File: config.mk
export PLATFORM = sky130hd
export DESIGN_NAME = rvx_front
export DESIGN_NICKNAME = d
export VERILOG_FILES = /design/src/design/rvx_pkg.sv /design/src/design/rvx_front.sv
export SDC_FILE = /design/constraint.sdc
export NUM_CORES = 1
export LEC_CHECK = 0
export ABC_AREA = 1
export BUFFER_PORTS_ARGS = -buffer_cell sky130_fd_sc_hd__buf_2
export CAP_MARGIN = 20
export CORE_ASPECT_RATIO = 1.1
export CORE_MARGIN = 2
export CORE_UTILIZATION = 25
export DETAILED_ROUTE_END_ITERATION = 8
export HOLD_SLACK_MARGIN = 0.12
export PLACE_DENSITY = 0.51
export SLEW_MARGIN = 20
export SYNTH_ARGS = -nofsm -noshare
export SYNTH_HDL_FRONTEND = slang
export SYNTH_SLANG_ARGS = --single-unit
File: constraint.sdc
create_clock -name clk -period 4.35 [get_ports clk]
set_input_delay 0.87 -clock clk [delete_from_list [all_inputs] [get_ports clk]]
set_output_delay 0.87 -clock clk [all_outputs]
set_load 0.05 [all_outputs]
File: src/design/rvx_pkg.sv
// Package for the RV32IM/Zicsr execute core: shared types, codes and constants.
// No dependencies; every other design file imports it.
package rvx_pkg;

  localparam int CSR_COUNT_DEF = 4096;

  // action codes of an input request
  localparam logic [1:0] ACT_EXEC  = 2'd0;
  localparam logic [1:0] ACT_LDRET = 2'd1;
  localparam logic [1:0] ACT_START = 2'd2;

  // status codes
  localparam logic [2:0] ST_OK      = 3'd0;
  localparam logic [2:0] ST_ILLEGAL = 3'd1;
  localparam logic [2:0] ST_MISALGN = 3'd2;
  localparam logic [2:0] ST_BREAK   = 3'd3;
  localparam logic [2:0] ST_ECALL   = 3'd4;
  localparam logic [2:0] ST_HALTED  = 3'd5;

  // memory request codes
  localparam logic [1:0] MEM_NONE  = 2'd0;
  localparam logic [1:0] MEM_READ  = 2'd1;
  localparam logic [1:0] MEM_WRITE = 2'd2;

  // major opcodes, bits [6:2]
  localparam logic [4:0] OPC_LOAD   = 5'h00;
  localparam logic [4:0] OPC_MISC   = 5'h03;
  localparam logic [4:0] OPC_OPIMM  = 5'h04;
  localparam logic [4:0] OPC_AUIPC  = 5'h05;
  localparam logic [4:0] OPC_STORE  = 5'h08;
  localparam logic [4:0] OPC_OP     = 5'h0C;
  localparam logic [4:0] OPC_LUI    = 5'h0D;
  localparam logic [4:0] OPC_BRANCH = 5'h18;
  localparam logic [4:0] OPC_JALR   = 5'h19;
  localparam logic [4:0] OPC_JAL    = 5'h1B;
  localparam logic [4:0] OPC_SYSTEM = 5'h1C;

  localparam logic [6:0] F7_BASE   = 7'h00;
  localparam logic [6:0] F7_MULDIV = 7'h01;
  localparam logic [6:0] F7_ALT    = 7'h20;

  // request as queued between front and back, with its class
  typedef struct packed {
    logic [1:0]  action;
    logic [31:0] instr_word;
    logic [31:0] load_data;
    logic        is_md;
    logic        is_div;
  } item_t;

  typedef struct packed {
    logic [31:0] next_pc;
    logic        rd_write;
    logic [4:0]  rd_index;
    logic [31:0] rd_value;
    logic [1:0]  mem_request;
    logic [1:0]  mem_size;
    logic [31:0] mem_address;
    logic [31:0] mem_write_data;
    logic [2:0]  status;
    logic [30:0] exit_code;
  } res_t;

endpackage

File: src/design/rvx_front.sv
// Front end: accepts input requests, classifies multiply/divide work and
// queues them for the back end in a two-entry queue. Depends on rvx_pkg.
module rvx_front import rvx_pkg::*; (
  input  logic        clk,
  input  logic        rst_n,
  input  logic        in_push,
  output logic        in_full,
  input  logic [1:0]  in_action,
  input  logic [31:0] in_instr_word,
  input  logic [31:0] in_load_data,
  input  logic        hold,
  input  logic        q_pop,
  output logic        q_empty,
  output item_t       q_head
);

  item_t      mem_r [2];
  logic       wp_r, rp_r;
  logic [1:0] cnt_r;
  logic       push;
  item_t      itm;

  assign in_full = (cnt_r == 2'd2) || hold;
  assign push    = in_push && !in_full;
  assign q_empty = (cnt_r == 2'd0);
  assign q_head  = mem_r[rp_r];

  always_comb begin
    itm.action     = in_action;
    itm.instr_word = in_instr_word;
    itm.load_data  = in_load_data;
    itm.is_md      = (in_action == ACT_EXEC) && (in_instr_word[1:0] == 2'b11) &&
                     (in_instr_word[6:2] == OPC_OP) && (in_instr_word[31:25] == F7_MULDIV);
    itm.is_div     = itm.is_md && in_instr_word[14];
  end

  always_ff @(posedge clk) begin
    if (push) mem_r[wp_r] <= itm;
  end

  always_ff @(posedge clk) begin
    if (!rst_n) begin
      wp_r  <= 1'b0;
      rp_r  <= 1'b0;
      cnt_r <= 2'd0;
    end else begin
      if (push) wp_r <= ~wp_r;
      if (q_pop) rp_r <= ~rp_r;
      cnt_r <= cnt_r + {1'b0, push} - {1'b0, q_pop};
    end
  end

endmodule

==> results of run 1 <==
[sequential cells by signal, indices dropped and copies added (netlist names), named ones only]
name,count
mem_r,136
cnt_r,2
rp_r,1
wp_r,1
[worst paths after layout]
| kind | cells past startpoint | slack, ns | from | endpoint |
|---|---|---|---|---|
| max | 3 | 1.42 | flip-flop | q_head[24] |
| min | 2 | 0.50 | rp_r | flip-flop |
| max reg2reg | 9 | 2.56 | cnt_r[0] | cnt_r[1] |
| min reg2reg | 2 | 0.50 | rp_r | flip-flop |
[logic make-up after synthesis]
family | synth area share
simple gates | 0.02684
compound gates | 0.0009407
fa+ha+maj | 0.004707
mux | 0.1582
buf+inv | 0.02213
flops | 0.7872
[stage by stage]
stage               cells  hold WS, ns
detailed placement    689       0.4892
global placement      689       0.4765
global route          721       0.5221
CTS                   720       0.5037
floorplan             268       0.4635
finish                721       0.4999
[power breakdown]
part | leakage, nW | internal [mW] | switching [mW]
clock | 0.305 | 1.01 | 0.531
sequential | 1.29 | 1.55 | 0.0261
combinational | 1.07 | 0.132 | 0.299
[metal layers]
metal | wire length, um | track usage
met1 | 4478 | 0.1135
met2 | 5242 | 0.1558
met3 | 623 | 0.03590
met4 | 91 | 0.03253
met5 | 0 | 0
[synth_stat cells]
master	instances
sky130_fd_sc_hd__dfxtp_1	5
sky130_fd_sc_hd__nand4_1	1
sky130_fd_sc_hd__inv_1	12
sky130_fd_sc_hd__buf_8	2
sky130_fd_sc_hd__nor2_1	16
sky130_fd_sc_hd__buf_2	4
sky130_fd_sc_hd__buf_6	2
sky130_fd_sc_hd__edfxtp_1	136
sky130_fd_sc_hd__or2_2	1
sky130_fd_sc_hd__a21oi_1	1
sky130_fd_sc_hd__mux2_2	48
sky130_fd_sc_hd__ha_1	2
sky130_fd_sc_hd__nand2_1	16
sky130_fd_sc_hd__mux2_4	20
sky130_fd_sc_hd__nand3_1	2
[worst max-delay path, cell delays in order, from the launching register on]
cell	delay [ns]
sky130_fd_sc_hd__dfxtp_4	0.71
sky130_fd_sc_hd__buf_12	0.31
sky130_fd_sc_hd__mux2_2	0.38
sky130_fd_sc_hd__buf_2	0.22
[area by class of cell]
cell class	instances	area [um2]	area share
Sequential cell	141	4188	0.5992
Multi-Input combinational cell	107	1021	0.1461
Timing Repair Buffer	145	750.7	0.1074
Clock buffer	19	432.9	0.06194
Tap cell	285	356.6	0.05102
Clock inverter	12	193.9	0.02775
Inverter	12	46.29	0.006624
==> flow_results.xml, run 1 <==
<?xml version="1.0" encoding="UTF-8"?>
<metrics>
  <group name="timing">
    <metric name="setup_total_negative_slack" unit="ns">0</metric>
    <metric name="slew_headroom" unit="">0.6102</metric>
    <metric name="maxClockFrequency" unit="MHz">341.9</metric>
    <metric name="fin_crit" unit="ns">2.925</metric>
    <metric name="setup_slack" unit="ns">1.425</metric>
    <metric name="fin_crit_sh" unit="">0.6724</metric>
    <metric name="worst_pin_slew" unit="ns">0.5846</metric>
    <metric name="maxSlewViolCount" unit="">0</metric>
    <metric name="setup_repair_after_global_routing_missed_its_margin" unit="">false</metric>
    <metric name="final-hold-violation-count" unit="">0</metric>
    <metric name="clock-skew-final" unit="ns">0.009155</metric>
    <metric name="setup_viol_count_final" unit="">0</metric>
  </group>
  <group name="global_route">
    <metric name="grt_util_all_layers" unit="">0.09457</metric>
    <metric name="gr-total-overflow" unit="">0</metric>
    <metric name="grt_first_pass_wirelength" unit="mm">15.65</metric>
    <metric name="grt_start_max_net_pins" unit="">69</metric>
    <metric name="grt_pass1_vias" unit="">2970</metric>
    <metric name="antenna_found_initial" unit="">0</metric>
  </group>
  <group name="die">
    <metric name="floorplan.core_area" unit="mm2">0.02071</metric>
    <metric name="die_height" unit="um">156.9</metric>
    <metric name="fp.dieArea" unit="mm2">0.02244</metric>
    <metric name="num_rows" unit="">55</metric>
    <metric name="floorplan.initialDensity" unit="">0.2566</metric>
    <metric name="die-width" unit="um">143.0</metric>
    <metric name="io-pin-count" unit="">141</metric>
  </group>
  <group name="routing">
    <metric name="total_via_count_in_the_routed_design" unit="">2809</metric>
    <metric name="antenna_violating_nets_post_route" unit="">0</metric>
    <metric name="vias_per_cell" unit="">3.896</metric>
    <metric name="drt-wirelength-per-cell" unit="um">14.47</metric>
    <metric name="first_iter_violations" unit="">93</metric>
    <metric name="route.detailed.drc" unit="">0</metric>
    <metric name="drt_first_pass_iters" unit="">4</metric>
    <metric name="routed_wirelength" unit="mm">10.44</metric>
  </group>
  <group name="logic_synthesis">
    <metric name="syn_area_per_cell" unit="um2">19.83</metric>
    <metric name="netlist_area" unit="mm2">0.005315</metric>
    <metric name="ys_ff_latch" unit="">141</metric>
    <metric name="share_of_yosys_cell_area_claimed_by_the_top_area_cell_type" unit="">0.7684</metric>
    <metric name="seq_area_frac_synth" unit="">0.7872</metric>
    <metric name="synthesized_instance_count" unit="">268</metric>
    <metric name="synth_cell_types" unit="">15</metric>
    <metric name="synthesis.yosys.warnings" unit="">0</metric>
    <metric name="ys_top_cells_by_area" unit="">sky130_fd_sc_hd__edfxtp_1 77%, sky130_fd_sc_hd__mux2_2 10%, sky130_fd_sc_hd__mux2_4 5.6%, sky130_fd_sc_hd__dfxtp_1 1.9%, sky130_fd_sc_hd__nand2_1 1.1%</metric>
    <metric name="synth_largest_area_cell" unit="">sky130_fd_sc_hd__edfxtp_1</metric>
    <metric name="syn_nets" unit="">341</metric>
  </group>
  <group name="run">
    <metric name="maxCapViolations" unit="">0</metric>
  </group>
  <group name="power">
    <metric name="power.static_leakage" unit="nW">2.670</metric>
    <metric name="peakVddDrop" unit="V">0.0002435</metric>
    <metric name="power" unit="mW">3.554</metric>
    <metric name="pwr_density_cell" unit="mW/mm2">508.5</metric>
  </group>
  <group name="cts">
    <metric name="clk_latency" unit="ns">0.41</metric>
    <metric name="post_cts.resized_instances" unit="">0</metric>
    <metric name="clkSinkCount" unit="">141</metric>
    <metric name="largest_buffer_count_on_any_clock_path" unit="">2</metric>
    <metric name="htree_num_levels" unit="">4</metric>
    <metric name="postCtsSetupRepairBufs" unit="">0</metric>
    <metric name="cts-root-buf" unit="">sky130_fd_sc_hd__clkbuf_16</metric>
    <metric name="clk_pin_slew" unit="ns">0.06</metric>
    <metric name="post_cts_hold_buffer_count" unit="">0</metric>
    <metric name="numCtsBuffers" unit="">17</metric>
    <metric name="cts_tree" unit="">built</metric>
  </group>
  <group name="cells_and_area">
    <metric name="areaGrowthSynthToFinish" unit="%">31.50</metric>
    <metric name="drive_gt1_frac" unit="">0.5619</metric>
    <metric name="antenna_diode_count" unit="">0</metric>
    <metric name="num-fill-cells" unit="">2038</metric>
    <metric name="fin_util" unit="">0.3374</metric>
    <metric name="finish.net_count" unit="">497</metric>
    <metric name="layout.cells.most_common_list" unit="">140 x sky130_fd_sc_hd__buf_2, 136 x sky130_fd_sc_hd__edfxtp_1, 48 x sky130_fd_sc_hd__mux2_2</metric>
    <metric name="finalInstanceArea" unit="mm2">0.006989</metric>
    <metric name="commonest_non_fill_non_tap_cell_in_the_layout" unit="">sky130_fd_sc_hd__buf_2</metric>
  </group>
  <group name="outcome">
    <metric name="outcome" unit="">complete, no violations</metric>
  </group>
  <group name="worst_setup_path">
    <metric name="crit_type" unit="">reg -&gt; out</metric>
    <metric name="crit_path_start_kind" unit="">flip-flop</metric>
    <metric name="critical_path.endpoint_type" unit="">primary output</metric>
    <metric name="timing.critical_path.arrival" unit="ns">2.06</metric>
    <metric name="timing.critical_path.required" unit="ns">3.48</metric>
    <metric name="critical_path_peak_fanout" unit="">38</metric>
  </group>
  <group name="placement">
    <metric name="pre_cts_slack" unit="ns">1.688</metric>
    <metric name="port_buffers" unit="">140</metric>
    <metric name="place_area" unit="mm2">0.006342</metric>
    <metric name="dp_hpwl" unit="mm">6.615</metric>
    <metric name="gp_congestion" unit="">0.6645</metric>
  </group>
  <group name="worst_hold_path">
    <metric name="worst_min_path_class" unit="">reg -&gt; reg</metric>
  </group>
</metrics>
Power figures use the tool's default switching activity.
==> inputs of run 2 (changes only) <==
ABC_AREA = 0   (was 1)
PLACE_DENSITY = 0.5   (was 0.51)
clock period = 2.7 ns   (was 4.35 ns; I/O delays follow)
==> run 2 against run 1 <==
  * Sequential share of layout area is 1.5 points higher
  * First-iteration DRC count shrank 3.2%
  * Synthesized cell count down 8.6%
  * Core utilization is 0.39 points lower
  * Clock power increased by 47%
  * Hold slack got worse by 0.18 ns
  * Die area shrank 2.3%
  * Flip-flop and latch count is the same
  * Combinational power grew 110%
  * Via count down 4.1%
  * Setup slack worse by 1.1 ns
  * Highest routed layer unchanged
==> flow_results.xml, run 2 <==
<?xml version="1.0" encoding="UTF-8"?>
<metrics>
  <group name="timing">
    <metric name="maxClockFrequency" unit="MHz">420.7</metric>
    <metric name="setup_repair_after_global_routing_missed_its_margin" unit="">false</metric>
    <metric name="maxSlewViolCount" unit="">0</metric>
    <metric name="fin_crit" unit="ns">2.377</metric>
    <metric name="final-hold-violation-count" unit="">0</metric>
    <metric name="fin_crit_sh" unit="">0.8804</metric>
    <metric name="clock-skew-final" unit="ns">0.005986</metric>
    <metric name="setup_viol_count_final" unit="">0</metric>
    <metric name="slew_headroom" unit="">0.6793</metric>
    <metric name="worst_pin_slew" unit="ns">0.4810</metric>
  </group>
  <group name="global_route">
    <metric name="grt_util_all_layers" unit="">0.09457</metric>
    <metric name="grt_pass1_vias" unit="">3002</metric>
    <metric name="gr-total-overflow" unit="">0</metric>
    <metric name="grt_first_pass_wirelength" unit="mm">15.55</metric>
    <metric name="grt_start_max_net_pins" unit="">69</metric>
    <metric name="antenna_found_initial" unit="">0</metric>
  </group>
  <group name="cells_and_area">
    <metric name="finish.net_count" unit="">472</metric>
    <metric name="layout.cells.most_common_list" unit="">140 x sky130_fd_sc_hd__buf_2, 136 x sky130_fd_sc_hd__edfxtp_1, 68 x sky130_fd_sc_hd__mux2_2</metric>
    <metric name="areaGrowthSynthToFinish" unit="%">31.40</metric>
    <metric name="commonest_non_fill_non_tap_cell_in_the_layout" unit="">sky130_fd_sc_hd__buf_2</metric>
    <metric name="num-fill-cells" unit="">1978</metric>
    <metric name="drive_gt1_frac" unit="">0.5971</metric>
    <metric name="largest-register" unit="">mem_r</metric>
    <metric name="largest_reg_flops" unit="">136</metric>
    <metric name="top_regs" unit="">mem_r: 136 flops, cnt_r: 2 flops</metric>
    <metric name="non_filler_instances" unit="">668</metric>
    <metric name="finalInstanceArea" unit="mm2">0.006817</metric>
    <metric name="antenna_diode_count" unit="">0</metric>
  </group>
  <group name="routing">
    <metric name="first_iter_violations" unit="">90</metric>
    <metric name="route.detailed.drc" unit="">0</metric>
    <metric name="total_via_count_in_the_routed_design" unit="">2694</metric>
    <metric name="drt-wirelength-per-cell" unit="um">15.13</metric>
    <metric name="vias_per_cell" unit="">4.033</metric>
    <metric name="routed_wirelength" unit="mm">10.11</metric>
    <metric name="antenna_violating_nets_post_route" unit="">0</metric>
    <metric name="drt_first_pass_iters" unit="">4</metric>
  </group>
  <group name="worst_setup_path">
    <metric name="crit_type" unit="">reg -&gt; out</metric>
    <metric name="critical_path.endpoint_type" unit="">primary output</metric>
    <metric name="crit_path_start_kind" unit="">flip-flop</metric>
    <metric name="timing.critical_path.arrival" unit="ns">1.84</metric>
    <metric name="critical_path_peak_fanout" unit="">21</metric>
    <metric name="timing.critical_path.required" unit="ns">2.16</metric>
  </group>
  <group name="cts">
    <metric name="largest_buffer_count_on_any_clock_path" unit="">2</metric>
    <metric name="postCtsSetupRepairBufs" unit="">0</metric>
    <metric name="cts_tree" unit="">built</metric>
    <metric name="clk_pin_slew" unit="ns">0.06</metric>
    <metric name="post_cts_hold_buffer_count" unit="">0</metric>
    <metric name="post_cts.resized_instances" unit="">0</metric>
    <metric name="numCtsBuffers" unit="">17</metric>
    <metric name="clk_latency" unit="ns">0.40</metric>
    <metric name="htree_num_levels" unit="">4</metric>
    <metric name="clkSinkCount" unit="">141</metric>
    <metric name="cts-root-buf" unit="">sky130_fd_sc_hd__clkbuf_16</metric>
  </group>
  <group name="placement">
    <metric name="port_buffers" unit="">140</metric>
    <metric name="dp_hpwl" unit="mm">6.261</metric>
    <metric name="gp_congestion" unit="">0.6423</metric>
    <metric name="dpl.cell_count" unit="">636</metric>
    <metric name="place_area" unit="mm2">0.006245</metric>
  </group>
  <group name="logic_synthesis">
    <metric name="netlist_area" unit="mm2">0.005187</metric>
    <metric name="edff_count_synth" unit="">136</metric>
    <metric name="ys_top_cells_by_area" unit="">sky130_fd_sc_hd__edfxtp_1 79%, sky130_fd_sc_hd__mux2_2 15%, sky130_fd_sc_hd__dfxtp_1 1.9%, sky130_fd_sc_hd__buf_2 0.68%, sky130_fd_sc_hd__ha_1 0.48%</metric>
    <metric name="dominantRegCellSynth" unit="">sky130_fd_sc_hd__edfxtp_1</metric>
    <metric name="leading_cell_type_by_number_of_instances_after_synthesis" unit="">sky130_fd_sc_hd__edfxtp_1</metric>
    <metric name="synthesis.yosys.warnings" unit="">0</metric>
    <metric name="synth_common_cells" unit="">136 x sky130_fd_sc_hd__edfxtp_1, 68 x sky130_fd_sc_hd__mux2_2, 7 x sky130_fd_sc_hd__buf_2</metric>
    <metric name="synthesized_instance_count" unit="">245</metric>
    <metric name="proportion_of_synthesized_flip_flops_having_asynchronous_set_or_reset" unit="">0</metric>
    <metric name="syn_area_per_cell" unit="um2">21.17</metric>
    <metric name="synth_largest_area_cell" unit="">sky130_fd_sc_hd__edfxtp_1</metric>
    <metric name="seq_area_frac_synth" unit="">0.8066</metric>
    <metric name="syn_nets" unit="">318</metric>
    <metric name="share_of_yosys_cell_area_claimed_by_the_top_area_cell_type" unit="">0.7873</metric>
    <metric name="synth_cell_types" unit="">20</metric>
    <metric name="ys_ff_latch" unit="">141</metric>
  </group>
  <group name="outcome">
    <metric name="outcome" unit="">complete, no violations</metric>
  </group>
  <group name="die">
    <metric name="die_height" unit="um">155.1</metric>
    <metric name="io-pin-count" unit="">141</metric>
    <metric name="num_rows" unit="">55</metric>
    <metric name="die-width" unit="um">141.3</metric>
    <metric name="floorplan.core_area" unit="mm2">0.02044</metric>
    <metric name="fp.dieArea" unit="mm2">0.02192</metric>
    <metric name="floorplan.initialDensity" unit="">0.2538</metric>
  </group>
  <group name="power">
    <metric name="power.static_leakage" unit="nW">2.493</metric>
    <metric name="peakVddDrop" unit="V">0.0003744</metric>
    <metric name="pwr_density_cell" unit="mW/mm2">843.3</metric>
  </group>
  <group name="run">
    <metric name="maxCapViolations" unit="">0</metric>
  </group>
  <group name="worst_hold_path">
    <metric name="worst_min_path_class" unit="">in -&gt; reg</metric>
  </group>
</metrics>
run 2: cell type report:
class                      count  area, um2  area share
multi-input combinational     92      957.2      0.1404
timing repair buffer         144      768.2      0.1127
clock buffer                  19      432.9     0.06351
clock inverter                13      138.9     0.02037
tap                          256      320.3     0.04699
inverter                       3      11.26    0.001652
sequential                   141       4188      0.6144
run 2: final timing paths:
kind	end	slack (ns)	from	cells past startpoint
setup reg to reg	cnt_r[1]	0.79	cnt_r[1]	8
hold / removal	mem_r[0][24]	0.32	in_load_data[22]	1
hold reg to reg	wp_r	0.51	wp_r	2
setup / recovery	q_head[4]	0.32	flip-flop	3
run 2: kinds of logic (layout without fill, tap and decap cells):
kind of cell / after synthesis / in the layout / synth area share
muxes: 69 / 69 / 0.1495
DFF: 141 / 141 / 0.8066
xor gates and xnor gates: 3 / 3 / 0.005066
adders and majority gates: 2 / 2 / 0.004823
buffers and inverters: 12 / 179 / 0.01182
and+or+nand+nor: 18 / 18 / 0.02219
run 2: where the power goes:
part           internal, mW  switching (mW)  total, mW
clock network          1.36           0.895       2.26
registers              2.54          0.0440       2.58
logic                 0.266           0.639      0.905
run 2: worst max-delay path, cell delays in order (launching register included):
cell and delay, ns:
sky130_fd_sc_hd__dfxtp_4 0.54, sky130_fd_sc_hd__buf_4 0.31, sky130_fd_sc_hd__mux2_2 0.36, sky130_fd_sc_hd__buf_2 0.21
run 2: metal layers:
metal,up-vias,share of wire,global-route usage
met1,1340,0.41,0.1044
li1,1274,-,-
met5,-,0,0
met4,0,0.0096,0.03143
met3,5,0.049,0.03386
met2,75,0.53,0.1690
run 2: through the flow:
stage                     total power, mW  utilization  hold slack (ns)  setup slack (ns)  setup TNS [ns]
after floorplan                     3.306            -           0.4627           -0.5384          -73.21
after global placement              3.535       0.3055           0.4931            0.5814               0
after detailed placement            3.551       0.3055           0.5047            0.5603               0
after CTS                           5.851       0.3335           0.2926            0.2619               0
after global routing                5.982       0.3335           0.2897            0.2165               0
final                               5.748       0.3335           0.3182            0.3228               0
